## src/rtl/mse_pkg.sv

```systemverilog
package mse_pkg;

    localparam int VALUE_W = 32;

    typedef struct packed {
        logic signed [VALUE_W-1:0] item_value;
        logic                      end_of_set;
    } in_t;

    typedef struct packed {
        logic signed [VALUE_W-1:0] sorted_value;
        logic                      final_item;
    } out_t;

    // controller -> datapath
    typedef struct packed {
        logic load;       // request accepted on the input channel
        logic pass_init;  // set up pointers for a new merge pass
        logic merge;      // emit one merged element
        logic out_load;   // move the next sorted element to the output register
    } cmd_t;

    // datapath -> controller
    typedef struct packed {
        logic sort_done;  // run width already covers the whole set
        logic pass_end;   // current merge step writes the last element of the pass
        logic out_last;   // element being sent out is the final one
        logic out_hold;   // output register full and not taken this cycle
    } status_t;

endpackage

```

## src/rtl/mse_ctrl.sv

```systemverilog
module mse_ctrl
    import mse_pkg::*;
(
    input  logic    aclk,
    input  logic    aresetn,
    input  logic    s_valid,
    input  logic    end_of_set,
    output logic    s_ready,
    input  status_t status,
    output cmd_t    cmd
);

    typedef enum logic [3:0] {
        S_LOAD  = 4'b0001,
        S_PASS  = 4'b0010,
        S_MERGE = 4'b0100,
        S_OUT   = 4'b1000
    } state_t;

    state_t state_reg, state_next;

    always_comb begin
        cmd.load      = (state_reg == S_LOAD) && s_valid;
        cmd.pass_init = (state_reg == S_PASS);
        cmd.merge     = (state_reg == S_MERGE);
        cmd.out_load  = (state_reg == S_OUT) && !status.out_hold;
        s_ready       = (state_reg == S_LOAD);
    end

    always_comb begin
        state_next = state_reg;
        unique case (state_reg)
            S_LOAD: begin
                if (cmd.load && end_of_set) begin
                    state_next = S_PASS;
                end
            end
            S_PASS: begin
                state_next = status.sort_done ? S_OUT : S_MERGE;
            end
            S_MERGE: begin
                if (status.pass_end) begin
                    state_next = S_PASS;
                end
            end
            S_OUT: begin
                if (cmd.out_load && status.out_last) begin
                    state_next = S_LOAD;
                end
            end
            default: state_next = S_LOAD;
        endcase
    end

    always_ff @(posedge aclk) begin
        if (!aresetn) begin
            state_reg <= S_LOAD;
        end else begin
            state_reg <= state_next;
        end
    end

endmodule

```

## config.mk

```make
export PLATFORM = sky130hd
export DESIGN_NAME = mse_ctrl
export DESIGN_NICKNAME = d
export VERILOG_FILES = /design/src/rtl/mse_pkg.sv /design/src/rtl/mse_ctrl.sv
export SDC_FILE = /design/constraint.sdc
export NUM_CORES = 1
export LEC_CHECK = 0
export BUFFER_PORTS_ARGS = -buffer_cell sky130_fd_sc_hd__buf_4
export CAP_MARGIN = 5
export CORE_AREA = 2 2 39 41
export CTS_CLUSTER_DIAMETER = 200
export DETAILED_ROUTE_END_ITERATION = 8
export DIE_AREA = 0 0 41 43
export PLACE_DENSITY = 0.42
export SYNTH_ARGS = -nofsm -noshare
export SYNTH_HDL_FRONTEND = slang
export SYNTH_SLANG_ARGS = --single-unit
export TNS_END_PERCENT = 50
```

## constraint.sdc

```tcl
create_clock -name aclk -period 2.15 [get_ports aclk]
set_clock_uncertainty 0.2 [all_clocks]
set_input_delay 0.3225 -clock aclk [delete_from_list [all_inputs] [get_ports aclk]]
set_output_delay 0.3225 -clock aclk [all_outputs]
set_load 0.05 [all_outputs]
```

==> results.cfg <==
[floorplan]
fp.dieArea_um2 = 1763
initial_core_util_pct = 20.34
die_h_um = 43
io_pins = 13
num_rows = 14
die_w_um = 41
core_um2 = 1384

[drt]
wl_um = 692
initialDrtViolationCount = 3
via_count = 288
drc_errors = 0
viasPerCell = 4.721
first_pass_iters = 3
ant_nets = 0
wl_per_cell_um = 11.34

[yosys]
synth.area.top_cells = dfxtp_1, nor3b_1, nor4_1, nor4b_1, nand2b_4
syn-instance-count = 33
synthesis.nets = 41
synth_area_um2 = 281.5
yosysTopAreaCell = dfxtp_1
synth_top_area_share_pct = 28.44
yosysWarnings = 0
yosysUniqueCellTypes = 21
ys_seq_area_share_pct = 28.44
avgSynthCellArea_um2 = 8.531
synth_seq_cells = 4

[status]
status = finished, final reports clean

[sta]
worst_pin_slew_ns = 0.3568
slew_headroom_pct = 76.18
finalCritPeriodShare_pct = 91.37
final-max-slew-violation-count = 0
fin_tns_setup_ns = 0
fmax_mhz = 509.0
period_minus_slack_ns = 1.964
grt_setup_unrepaired = no
hold_viol = 0
finalSetupViolCount = 0

[final_layout]
fillCellCount = 148
largest_reg_flops = 4
antennaDiodeCount = 0
finalNetCount = 55
final_util_pct = 29.29
drive_gt1_share_pct = 42.22
multi_input_area_um2 = 185.2
seqCellArea_um2 = 80.08
area_growth_syn_to_layout_pct = 44.00

[clock_network]
cts_resized = 0
cts_tree = yes
htreeDepth = 1
cts_made_buffers = 3
clkLatencyLatePin_ns = 0.24
postCtsHoldBufs = 0
path_clk_slew_ns = 0.04
post-cts-setup-buffers = 0
clock_path_buffers = 2
clock_sinks = 4
root_buffer = clkbuf_4

[pwr]
clkPwrFrac_pct = 26.2
power.switching_w = 0.0001487
ir_worst_vdd_v = 0.0004719
switching_share_pct = 40.77
pwr_density_cell_nw_per_um2 = 899.6
seq_power_share_pct = 31.2
leakage_nw = 0.1692
comb_power_share_pct = 42.6
intPower_w = 0.0002160

[grt]
grt.total_usage_pct = 10.85
grt_overflow = 0
grt_pass1_vias = 323
grt_max_degree = 11
grt_pass1_wl_mm = 1.248
antenna_found_initial = 0

[setup_path]
crit_arrival_ns = 1.44
crit_fanout = 10
start_kind = flip-flop
path_class = reg2out
required_ns = 1.63
endpoint_kind = primary output

[placed_design]
hpwl_um = 523.8
numPortBuffers = 12
gp_congestion = 0.6980

[run]
drv_cap = 0

[hold_path]
hold_class = in2reg
[cell type report]
| type | instances | share of cell area (%) |
|---|---|---|
| multi-input cells | 24 | 45.68 |
| repair buffers | 12 | 22.22 |
| flip-flops and latches | 4 | 19.75 |
| clock buffers | 3 | 5.556 |
| well taps | 16 | 4.938 |
| inverters | 2 | 1.852 |
[power groups by stage]
| stage | logic (W) | clock network (W) | registers, W |
|---|---|---|---|
| 2_1_floorplan | 0.000147 | 0 | 0.0000906 |
| 3_5_place_dp | 0.000156 | 0 | 0.000116 |
| 3_3_place_gp | 0.000155 | 0 | 0.000115 |
| 4_1_cts | 0.000157 | 0.0000975 | 0.000115 |
| 6_report | 0.000155 | 0.0000956 | 0.000114 |
| 5_1_grt | 0.000169 | 0.0000992 | 0.000118 |
[layout by cell type, fill, tap and decap left out, types with 2 or more instances in the layout]
| master | n |
|---|---|
| nor4_1 | 3 |
| nor4b_2 | 2 |
| buf_4 | 12 |
| clkbuf_4 | 3 |
| o21ai_0 | 2 |
| nand2_1 | 2 |
| inv_1 | 2 |
| nor3b_1 | 3 |
| dfxtp_1 | 4 |
[stage by stage]
step | area (um^2) | std cells | setup slack (ns) | total power (W) | hold WS [ns]
after CTS | 405.4 | 61 | 0.1652 | 0.0003691 | 0.1408
after floorplan | 294.0 | 33 | -0.4016 | 0.0002376 | 0.2617
after global placement | 382.9 | 58 | 0.4819 | 0.0002703 | 0.3906
after detailed placement | 382.9 | 58 | 0.4250 | 0.0002722 | 0.4012
after global routing | 405.4 | 61 | 0.04014 | 0.0003857 | 0.1518
final | 405.4 | 61 | 0.1855 | 0.0003647 | 0.1322
[cell usage after synthesis]
master,n
and3b_1,1
xor2_1,1
inv_1,2
o211ai_1,1
nor4b_1,2
a21o_1,1
dfxtp_1,4
buf_2,2
nand2_1,2
a21oi_1,1
buf_6,1
a21boi_1,1
a21bo_1,1
nor4_1,3
o21ai_0,2
nor2_1,1
nand2b_4,1
nor3b_1,3
nor2b_1,1
or4_4,1
and2_1,1
[metal layers]
metal	vias up	GRT usage [%]	wire [um]
met5	-	0	0
met4	0	10.00	23
met3	4	1.571	47
met2	13	15.31	358
met1	127	13.23	262
li1	144	-	-
[kinds of logic (layout without fill, tap and decap cells)]
| kind of cell | after synthesis | after routing | share of synthesized area (%) |
|---|---|---|---|
| DFF | 4 | 4 | 28.45 |
| xor gates and xnor gates | 1 | 1 | 3.112 |
| and+or+nand+nor | 16 | 16 | 41.34 |
| buffers and inverters | 5 | 17 | 10.22 |
| AOI/OAI and AO/OA | 7 | 7 | 16.89 |
[critical path, stage by stage, from the launching register on]
cell,delay (ns)
dfxtp_1,0.49
nor4b_2,0.35
and2_1,0.18
buf_4,0.19
[final timing paths]
check	start	endpoint	slack, ns	cells after the start
hold reg to reg	state_reg[1]	state_reg[1]	0.44	1
setup reg to reg	state_reg[3]	state_reg[2]	0.58	3
hold / removal	aresetn	state_reg[3]	0.13	2
setup / recovery	state_reg[0]	cmd[3]	0.19	3
No activity file was read; power rests on OpenSTA's default activity.
